<file path="config.mk">
export PLATFORM = sky130hd
export DESIGN_NAME = rational_arithmetic_unit
export DESIGN_NICKNAME = d
export VERILOG_FILES = /design/src/hdl/rau_pkg.sv /design/src/hdl/rau_datapath.sv /design/src/hdl/rau_ctrl.sv /design/src/hdl/rational_arithmetic_unit.sv
export SDC_FILE = /design/constraint.sdc
export NUM_CORES = 2
export LEC_CHECK = 0
export ABC_AREA = 1
export BUFFER_PORTS_ARGS = -buffer_cell sky130_fd_sc_hd__buf_4
export CAP_MARGIN = 20
export CORE_MARGIN = 5
export CORE_UTILIZATION = 30
export DETAILED_ROUTE_END_ITERATION = 16
export HOLD_SLACK_MARGIN = 0.06
export PLACE_DENSITY = 0.51
export SYNTH_ARGS = -nofsm -noshare
export SYNTH_HDL_FRONTEND = slang
export SYNTH_SLANG_ARGS = --single-unit
export TNS_END_PERCENT = 50
</file>
<file path="constraint.sdc">
create_clock -name clk -period 31.7 [get_ports clk]
set_clock_uncertainty 0.05 [all_clocks]
set_input_delay 6.34 -clock clk [delete_from_list [all_inputs] [get_ports clk]]
set_output_delay 6.34 -clock clk [all_outputs]
set_load 0.01 [all_outputs]
</file>
<file path="src/hdl/rau_pkg.sv">
// rau_pkg: shared types and constants for the rational arithmetic unit
// no dependencies
package rau_pkg;
    localparam int VALUE_BITS_DEF = 32;

    typedef enum logic [2:0] {
        ACT_NORM = 3'd0,
        ACT_ADD  = 3'd1,
        ACT_SUB  = 3'd2,
        ACT_MUL  = 3'd3,
        ACT_DIV  = 3'd4,
        ACT_EQ   = 3'd5
    } action_t;

    localparam logic [1:0] ST_OK  = 2'd0;
    localparam logic [1:0] ST_ZERO = 2'd1;
    localparam logic [1:0] ST_OVF = 2'd2;

    typedef enum logic [3:0] {
        OP_LOAD_A = 4'd0,
        OP_LOAD_B = 4'd1,
        OP_GCD    = 4'd2,
        OP_SAVE_A = 4'd3,
        OP_SAVE_B = 4'd4,
        OP_MUL1   = 4'd5,
        OP_MUL2   = 4'd6,
        OP_COMB   = 4'd7,
        OP_NONE   = 4'd8
    } op_t;

    typedef struct packed {
        logic start;
        op_t  op;
    } cmd_t;

    typedef struct packed {
        logic busy;
    } sts_t;
endpackage

</file>
<file path="src/hdl/rau_datapath.sv">
// rau_datapath: operand registers, serial multiplier, gcd and exact divider
// depends on rau_pkg
module rau_datapath (
    input  logic                clk,
    input  logic                rst_n,
    input  rau_pkg::cmd_t       cmd,
    output rau_pkg::sts_t       sts,
    input  logic signed [31:0]  a_num,
    input  logic signed [31:0]  a_den,
    input  logic signed [31:0]  b_num,
    input  logic signed [31:0]  b_den,
    input  logic [2:0]          action,
    output logic                bzero,
    output logic                eq,
    output logic [63:0]         r_mag,
    output logic [63:0]         r_den,
    output logic                r_neg
);
    import rau_pkg::*;

    typedef enum logic [4:0] {
        U_IDLE = 5'b00001,
        U_MUL  = 5'b00010,
        U_GCD  = 5'b00100,
        U_DIVN = 5'b01000,
        U_DIVD = 5'b10000
    } ustate_t;

    ustate_t u_reg, u_next;
    logic [63:0] x_reg, y_reg;       // working numerator / denominator
    logic        n_reg;
    logic [63:0] an_reg, ad_reg, bn_reg, bd_reg;
    logic        as_reg, bs_reg;
    logic [63:0] g_reg, h_reg;       // gcd pair
    logic [63:0] dv_rem_reg, dv_q_reg, dv_src_reg;
    logic [6:0]  cnt_reg;
    logic [63:0] m_acc_reg, m_a_reg, m_b_reg;
    logic [63:0] t1_reg;
    logic [1:0]  mstep_reg;
    logic [63:0] mod_rem_reg;
    logic        mod_run_reg;

    function automatic logic [31:0] mag32(input logic [31:0] v);
        mag32 = v[31] ? (32'd0 - v) : v;
    endfunction

    logic [64:0] trial;
    logic [64:0] trial_h;

    always_comb
    begin
        trial   = {dv_rem_reg[63:0], dv_src_reg[63]} - {1'b0, g_reg};
        trial_h = {mod_rem_reg, dv_src_reg[63]} - {1'b0, h_reg};
    end

    assign sts.busy = (u_reg != U_IDLE);
    assign bzero = (bn_reg == 64'd0);
    assign eq = (as_reg == bs_reg) && (an_reg == bn_reg) && (ad_reg == bd_reg);
    assign r_mag = x_reg;
    assign r_den = y_reg;
    assign r_neg = n_reg;

    always_ff @(posedge clk or negedge rst_n)
    begin
        if (!rst_n)
        begin
            u_reg <= U_IDLE;
        end
        else
        begin
            u_reg <= u_next;
        end
    end

    // one-bit-per-cycle engines: shift-add multiply, gcd by repeated mod, restoring divide
    always_comb
    begin
        u_next = u_reg;
        unique case (u_reg)
            U_IDLE:
            begin
                if (cmd.start)
                begin
                    if (cmd.op == OP_GCD) u_next = U_GCD;
                    else if (cmd.op == OP_MUL1 || cmd.op == OP_MUL2 || cmd.op == OP_COMB)
                        u_next = U_MUL;
                end
            end
            U_MUL:  if (cnt_reg == 7'd64 && mstep_reg == 2'd0) u_next = U_IDLE;
            U_GCD:  if (h_reg == 64'd0 && !mod_run_reg) u_next = U_DIVN;
            U_DIVN: if (cnt_reg == 7'd64) u_next = U_DIVD;
            U_DIVD: if (cnt_reg == 7'd64) u_next = U_IDLE;
            default: u_next = U_IDLE;
        endcase
    end

    always_ff @(posedge clk)
    begin
        case (u_reg)
            U_IDLE:
            begin
                cnt_reg <= 7'd0;
                mod_run_reg <= 1'b0;
                if (cmd.start)
                begin
                    case (cmd.op)
                        OP_LOAD_A:
                        begin
                            x_reg <= {32'd0, mag32(a_num)};
                            y_reg <= {32'd0, mag32(a_den)};
                            n_reg <= a_num[31] ^ a_den[31];
                        end
                        OP_LOAD_B:
                        begin
                            x_reg <= {32'd0, mag32(b_num)};
                            y_reg <= {32'd0, mag32(b_den)};
                            n_reg <= b_num[31] ^ b_den[31];
                        end
                        OP_GCD:
                        begin
                            g_reg <= x_reg;
                            h_reg <= y_reg;
                        end
                        OP_SAVE_A:
                        begin
                            an_reg <= x_reg; ad_reg <= y_reg;
                            as_reg <= (x_reg != 64'd0) & n_reg;
                        end
                        OP_SAVE_B:
                        begin
                            bn_reg <= x_reg; bd_reg <= y_reg;
                            // subtract flips the sign of b
                            bs_reg <= (x_reg != 64'd0) & (n_reg ^ (action == ACT_SUB));
                        end
                        OP_MUL1, OP_MUL2, OP_COMB:
                        begin
                            mstep_reg <= 2'd0;
                            m_acc_reg <= 64'd0;
                            if (cmd.op == OP_MUL1)
                            begin
                                m_a_reg <= an_reg;
                                m_b_reg <= (action == ACT_DIV) ? bd_reg :
                                           (action == ACT_MUL) ? bn_reg : bd_reg;
                            end
                            else if (cmd.op == OP_MUL2)
                            begin
                                m_a_reg <= ad_reg;
                                m_b_reg <= (action == ACT_DIV) ? bn_reg :
                                           (action == ACT_MUL) ? bd_reg : bn_reg;
                            end
                            else
                            begin
                                m_a_reg <= ad_reg;
                                m_b_reg <= bd_reg;
                            end
                        end
                        default: ;
                    endcase
                end
            end
            U_MUL:
            begin
                if (cnt_reg != 7'd64)
                begin
                    if (m_b_reg[cnt_reg[5:0]]) m_acc_reg <= m_acc_reg + (m_a_reg << cnt_reg[5:0]);
                    cnt_reg <= cnt_reg + 7'd1;
                end
                else
                begin
                    // product: mul1 -> x,t1; mul2 -> y (add/sub: x=t1+/-it); comb -> y
                    if (cmd.op == OP_MUL1) begin x_reg <= m_acc_reg; t1_reg <= m_acc_reg; end
                    else if (cmd.op == OP_MUL2)
                    begin
                        if (action == ACT_MUL || action == ACT_DIV)
                        begin
                            y_reg <= m_acc_reg;
                            n_reg <= as_reg ^ bs_reg;
                        end
                        else if (as_reg == bs_reg)
                        begin
                            x_reg <= t1_reg + m_acc_reg; n_reg <= as_reg;
                        end
                        else if (t1_reg >= m_acc_reg)
                        begin
                            x_reg <= t1_reg - m_acc_reg; n_reg <= as_reg;
                        end
                        else
                        begin
                            x_reg <= m_acc_reg - t1_reg; n_reg <= bs_reg;
                        end
                    end
                    else y_reg <= m_acc_reg;
                end
            end
            U_GCD:
            begin
                // g mod h bit-serially, then swap
                if (h_reg != 64'd0)
                begin
                    if (!mod_run_reg)
                    begin
                        mod_run_reg <= 1'b1;
                        mod_rem_reg <= 64'd0;
                        dv_src_reg <= g_reg;
                        cnt_reg <= 7'd0;
                    end
                    else if (cnt_reg != 7'd64)
                    begin
                        if (trial_h[64]) mod_rem_reg <= {mod_rem_reg[62:0], dv_src_reg[63]};
                        else mod_rem_reg <= trial_h[63:0];
                        dv_src_reg <= {dv_src_reg[62:0], 1'b0};
                        cnt_reg <= cnt_reg + 7'd1;
                    end
                    else
                    begin
                        g_reg <= h_reg;
                        h_reg <= mod_rem_reg;
                        mod_run_reg <= 1'b0;
                    end
                end
                else
                begin
                    if (g_reg == 64'd0) g_reg <= 64'd1;
                    dv_src_reg <= x_reg;
                    dv_rem_reg <= 64'd0;
                    cnt_reg <= 7'd0;
                    mod_run_reg <= 1'b0;
                end
            end
            U_DIVN, U_DIVD:
            begin
                if (cnt_reg != 7'd64)
                begin
                    if (trial[64])
                    begin
                        dv_rem_reg <= {dv_rem_reg[62:0], dv_src_reg[63]};
                        dv_q_reg <= {dv_q_reg[62:0], 1'b0};
                    end
                    else
                    begin
                        dv_rem_reg <= trial[63:0];
                        dv_q_reg <= {dv_q_reg[62:0], 1'b1};
                    end
                    dv_src_reg <= {dv_src_reg[62:0], 1'b0};
                    cnt_reg <= cnt_reg + 7'd1;
                end
                else
                begin
                    cnt_reg <= 7'd0;
                    dv_rem_reg <= 64'd0;
                    if (u_reg == U_DIVN)
                    begin
                        x_reg <= dv_q_reg;
                        dv_src_reg <= y_reg;
                    end
                    else y_reg <= dv_q_reg;
                end
            end
            default: ;
        endcase
    end
endmodule

</file>
<file path="src/hdl/rau_ctrl.sv">
// rau_ctrl: sequencer issuing datapath commands for one item
// depends on rau_pkg
module rau_ctrl (
    input  logic          clk,
    input  logic          rst_n,
    input  logic          in_go,
    input  logic [2:0]    action,
    input  logic          err_in,
    input  logic          bzero,
    input  logic          hold,
    input  rau_pkg::sts_t sts,
    output rau_pkg::cmd_t cmd,
    output logic          done,
    output logic          div0
);
    import rau_pkg::*;

    typedef enum logic [6:0] {
        S_IDLE = 7'b0000001,
        S_ISS  = 7'b0000010,
        S_WAIT = 7'b0000100,
        S_NEXT = 7'b0001000,
        S_DONE = 7'b0010000,
        S_DZ   = 7'b0100000,
        S_X    = 7'b1000000
    } state_t;

    state_t st_reg, st_next;
    logic [3:0] pc_reg, pc_next;

    // program: loadA gcd saveA loadB gcd saveB mul1 mul2 [comb] gcd
    function automatic op_t prog(input logic [3:0] pc);
        case (pc)
            4'd0: prog = OP_LOAD_A;
            4'd1: prog = OP_GCD;
            4'd2: prog = OP_SAVE_A;
            4'd3: prog = OP_LOAD_B;
            4'd4: prog = OP_GCD;
            4'd5: prog = OP_SAVE_B;
            4'd6: prog = OP_MUL1;
            4'd7: prog = OP_MUL2;
            4'd8: prog = OP_COMB;
            4'd9: prog = OP_GCD;
            default: prog = OP_NONE;
        endcase
    endfunction

    assign cmd.op = prog(pc_reg);
    assign cmd.start = (st_reg == S_ISS);
    assign done = (st_reg == S_DONE);
    assign div0 = (st_reg == S_DZ);

    always_ff @(posedge clk or negedge rst_n)
    begin
        if (!rst_n)
        begin
            st_reg <= S_IDLE;
            pc_reg <= 4'd0;
        end
        else
        begin
            st_reg <= st_next;
            pc_reg <= pc_next;
        end
    end

    always_comb
    begin
        st_next = st_reg;
        pc_next = pc_reg;
        unique case (st_reg)
            S_IDLE: if (in_go) begin st_next = err_in ? S_DONE : S_ISS; pc_next = 4'd0; end
            S_ISS:  st_next = S_WAIT;
            S_WAIT: if (!sts.busy) st_next = S_NEXT;
            S_NEXT:
            begin
                st_next = S_ISS;
                pc_next = pc_reg + 4'd1;
                if (action == ACT_NORM && pc_reg == 4'd2) st_next = S_DONE;
                if (pc_reg == 4'd5)
                begin
                    if (action == ACT_EQ) st_next = S_DONE;
                    else if (action == ACT_DIV && bzero) st_next = S_DZ;
                end
                if (pc_reg == 4'd7 && (action == ACT_MUL || action == ACT_DIV))
                    pc_next = 4'd9;
                if (pc_reg == 4'd9) st_next = S_DONE;
            end
            // wait here while the previous result is still held at the output
            S_DONE, S_DZ: if (!hold) st_next = S_IDLE;
            default: st_next = S_IDLE;
        endcase
    end
endmodule

</file>
<file path="src/hdl/rational_arithmetic_unit.sv">
// rational_arithmetic_unit: top level, input/output registers around ctrl and datapath
// depends on rau_pkg, rau_ctrl, rau_datapath
//  channel | signals                              | dir
//  in      | in_valid in_stall action a_* b_*     | in
//  out     | out_valid out_stall res_* is_equal status | out
// one item at a time; the run time of an item depends on the number of euclid
// steps in its gcd passes; each reduction adds two serial divides, each product
// a serial multiply; error items finish without running the datapath
// reset clears control; a held result only delays the finish of the next item,
// which may be accepted as soon as the previous result is registered
module rational_arithmetic_unit #(
    parameter int VALUE_BITS = rau_pkg::VALUE_BITS_DEF
) (
    input  logic               clk,
    input  logic               rst_n,
    input  logic               in_valid,
    output logic               in_stall,
    input  logic [2:0]         action,
    input  logic signed [31:0] a_num,
    input  logic signed [31:0] a_den,
    input  logic signed [31:0] b_num,
    input  logic signed [31:0] b_den,
    output logic               out_valid,
    input  logic               out_stall,
    output logic signed [31:0] res_num,
    output logic [30:0]        res_den,
    output logic               is_equal,
    output logic [1:0]         status
);
    import rau_pkg::*;

    logic busy_reg;
    logic [2:0] act_reg;
    logic signed [31:0] an_reg, ad_reg, bn_reg, bd_reg;
    cmd_t cmd;
    sts_t sts;
    logic done, div0, bzero, eq, r_neg, go_reg, err_reg;
    logic hold, load;
    logic [63:0] r_mag, r_den;
    localparam logic [63:0] LIMIT = (64'd1 << (VALUE_BITS - 1)) - 64'd1;

    assign in_stall = busy_reg;
    assign hold = out_valid && out_stall;
    assign load = (done || div0) && !hold;

    always_ff @(posedge clk or negedge rst_n)
    begin
        if (!rst_n)
        begin
            busy_reg <= 1'b0;
            out_valid <= 1'b0;
            go_reg <= 1'b0;
        end
        else
        begin
            go_reg <= in_valid && !in_stall;
            if (in_valid && !in_stall) busy_reg <= 1'b1;
            else if (load) busy_reg <= 1'b0;
            if (load) out_valid <= 1'b1;
            else if (out_valid && !out_stall) out_valid <= 1'b0;
        end
    end

    always_ff @(posedge clk)
    begin
        if (in_valid && !in_stall)
        begin
            act_reg <= action;
            an_reg <= a_num; ad_reg <= a_den; bn_reg <= b_num; bd_reg <= b_den;
            err_reg <= (action > ACT_EQ) || (a_den == 32'sd0) ||
                       (action != ACT_NORM && b_den == 32'sd0);
        end
        if (load)
        begin
            if (err_reg || div0)
            begin
                res_num <= 32'sd0; res_den <= 31'd1; is_equal <= 1'b0;
                status <= ST_ZERO;
            end
            else if (act_reg == ACT_EQ)
            begin
                res_num <= 32'sd0; res_den <= 31'd1; is_equal <= eq;
                status <= ST_OK;
            end
            else if (r_mag > LIMIT || r_den > LIMIT)
            begin
                res_num <= 32'sd0; res_den <= 31'd1; is_equal <= 1'b0;
                status <= ST_OVF;
            end
            else
            begin
                status <= ST_OK; is_equal <= 1'b0;
                res_num <= r_neg ? (32'd0 - r_mag[31:0]) : r_mag[31:0];
                res_den <= r_den[30:0];
            end
        end
    end

    rau_ctrl u_ctrl (
        .clk(clk), .rst_n(rst_n), .in_go(go_reg), .action(act_reg), .err_in(err_reg),
        .bzero(bzero), .hold(hold), .sts(sts), .cmd(cmd), .done(done), .div0(div0)
    );

    rau_datapath u_dp (
        .clk(clk), .rst_n(rst_n), .cmd(cmd), .sts(sts),
        .a_num(an_reg), .a_den(ad_reg), .b_num(bn_reg), .b_den(bd_reg),
        .action(act_reg), .bzero(bzero), .eq(eq), .r_mag(r_mag), .r_den(r_den),
        .r_neg(r_neg)
    );

    a_one_result: assert property (@(posedge clk) disable iff (!rst_n)
        (done || div0) |=> out_valid) else $error("result lost");
    a_out_hold: assert property (@(posedge clk) disable iff (!rst_n)
        (out_valid && out_stall) |=> (out_valid && $stable(res_num) && $stable(res_den)
        && $stable(is_equal) && $stable(status))) else $error("stalled result changed");
    a_excl: assert property (@(posedge clk) disable iff (!rst_n)
        !(done && div0)) else $error("double finish");
endmodule
</file>
==> metrics.md <==
| Metric | Value |
|---|---|
| CTS resizes | 0 |
| Cells after synthesis | 12,700 |
| Worst path cell trace | buf_4 |
| Post-synth EDFFs | 1,233 |
| Register area share after synthesis | between 40% and 50% |
| Worst-Skew Late Latency | 850 ps |
| H-tree depth | 4 |
| CTS tree | yes |
| Clk sinks | around 1,300 |
| Worst Hold Class | reg -> reg |
| Synthesized area | approximately 93,000 µm² |
| Port buffer count | 202 |
| Std-Cell Rows | 204 |
| Critical path type | reg -> out |
| Most frequent cells in the layout | nand2_1 (3,773), inv_1 (1,705), nor2_1 (1,295) |
| Static Leak | 44.5 nW |
| DR vias/cell | 5.30 |
| Post-layout nets | between 10,000 and 15,000 |
| GRT Resource Usage Total | between 20% and 30% |
| Startpoint Class | flip-flop |
| Yosys reg bits | 1,251 |
| Longest Clk Path Bufs | 3 |
| Initial antenna violation count | 41 |
| Hold slack | 395 ps |
| RSZ-0062 raised after global routing | no |
| Distinct cells, synth | 65 |
| Drt initial violations | 12,200 |
| Register-to-register setup slack | about 26,000 ps |
| Die area | 320,000 µm² |
| Worst r2r dst | u_dp.m_acc_reg[49] |
| Final setup fails | 0 |
| Max-cap violations | 0 |
| I/O Pins | 203 |
| Root Driver | clkbuf_16 |
| Period utilization | 24.5% |
| Main synth FF type | edfxtp_1 |
| Area growth, synth to finish | 11.1% |
| Layout cells sized above 1 | 5.81% |
| Ys Warns | 0 |
| Fmax | 0.129 GHz |
| Worst VDD drop | about 0.095 mV |
| Synth Area per Inst | 7.28 µm² |
| Crit path to | status[1] |
| Crit path from | status[1] |
| Setup tns final | 0 ps |
| Hold path start | u_dp.dv_q_reg[45] |
| Num CTS Buffers | 146 |
| Crit path depth | 1 |
| Worst path arrival time | around 1400 ps |
| CP endpoint kind | primary output |
| Max Slew Vio Count | 0 |
| Clock transition at path regs | around 60 ps |
| Cell family with most CP delay | flip-flops |
| CP Max Fanout | 1 |
| Crit path largest cell delay | 390 ps |
| CORE AREA | around 310,000 µm² |
| Grt total ovfl | 0 |
| 1st-pass router iterations | 10 |
| CP max-delay cell | edfxtp_1 |
| Commonest non-fill, non-tap cell in the layout | nand2_1 |
| Vias | 90,000 |
| WP data required | 25,310 ps |
| Remaining routing DRC violations | 0 |
| Worst-Margin Slew | ~1100 ps |
| Drt total wl | ~420,000 µm |
| GPL Wtd Cong | around 1.0 |
| Buf+Inv Stages, Crit Path | 1 |
| Worst r2r src | u_dp.cnt_reg[1] |
| Final hold violations | 0 |
| Synth async-reset ratio | 1.44% |
| Status | finished clean |
| Die Y | about 570 µm |
| Hold-fix buffers, CTS | 0 |
| Die Wd | 566 µm |
| Mapped Nets | 13,300 |
| First-pass GRT wire length | 590,000 µm |
| Largest net degree at the start of global routing | 192 |
| Vias in the first global route | about 81,000 |
| Starting Density | 30.1% |
| Relative slew slack | between 20% and 30% |
| HPWL Detailed | ~340,000 µm |
| # Post-CTS Setup Buffers | 0 |
| Drt wl/cell | 24.9 µm |
| Final ANT Viol Nets | 0 |
| Min Clock Period, post-route | 7770 ps |
| Worst r2r path cells | 21 |
| PwrDens | 77.8 nW/µm² |
[how the worst min path moves through the flow]
stage                     cells past startpoint                 to
after CTS                                     0  u_dp.dv_q_reg[46]
after floorplan                               0  u_dp.dv_q_reg[16]
after global routing                          0  u_dp.dv_q_reg[46]
final                                         0  u_dp.dv_q_reg[46]
after detailed placement                      0  u_dp.dv_q_reg[41]
after global placement                        0  u_dp.dv_q_reg[25]
[final cells by class]
type / count / area (µm²)
tap: 4120 / 5150
inverter: 1783 / 6720
sequential: 1251 / 37500
clock buffer: 170 / 3810
fill: 33800 / 205000
antenna: 11 / 27.5
clock inverter: 91 / 1020
timing repair buffer: 299 / 2290
multi-input combinational: 9273 / 46500
[logic make-up after synthesis]
| family | share of synthesized area, % |
|---|---|
| buffers and inverters | 9.55 |
| XOR/XNOR | 2.89 |
| AND/OR/NAND/NOR | 27.0 |
| AO/OA/AOI/OAI | 14.4 |
| flip-flops | 40.4 |
| multiplexers | 0.248 |
| adder cells (fa/ha/maj) | 5.45 |
[layer usage]
layer  wire length [µm]  track usage [%]  up-vias  share of wire [%]
met5                262            0.372        -              0.062
met4              16300             8.49       20                3.9
met3              44300             5.64      613                 10
met2             177000             37.1     4505                 42
met1             184000             35.8    42800                 44
li1                   -                -    42000                  -
[synth_stat cells (all sizes together) (30+ instances only)]
master	number	area share, %
a21o	39	0.32
nor4	97	0.66
xnor2	117	1.1
o21a	30	0.24
a31oi	86	0.58
o21bai	67	0.54
o211ai	133	1.1
nand4	145	0.98
nor3	129	0.77
buf	222	1.5
nand3	509	2.8
nand2	3816	16
nor2	1352	5.7
xor2	189	1.8
o221ai	30	0.28
a21oi	887	4.8
a211oi	30	0.24
o22ai	48	0.32
ha	394	5.3
clkbuf	204	0.83
o21ai	1015	5.5
inv	1773	7.2
edfxtp	1233	40
[power breakdown]
group          internal (mW)  total [mW]  switching (mW)
clock                  0.986        1.76           0.772
sequential              2.31        2.73           0.421
combinational          0.919        3.52            2.60
[stage by stage]
| step | cell area [µm²] | util [%] | power [mW] | std cells | worst slack (ps) |
|---|---|---|---|---|---|
| 6_report | 103000 | 33.4 | 8.01 | 17000 | 23930 |
| 3_3_place_gp | 98100 | 31.8 | 6.16 | 16700 | 23290 |
| 5_1_grt | 103000 | 33.4 | 8.38 | 17000 | 23870 |
| 2_1_floorplan | 92700 | - | 4.69 | 12700 | 19550 |
| 3_5_place_dp | 98100 | 31.8 | 6.16 | 16700 | 23320 |
| 4_1_cts | 103000 | 33.4 | 7.93 | 17000 | 23860 |
No activity file was read; power rests on OpenSTA's default activity.
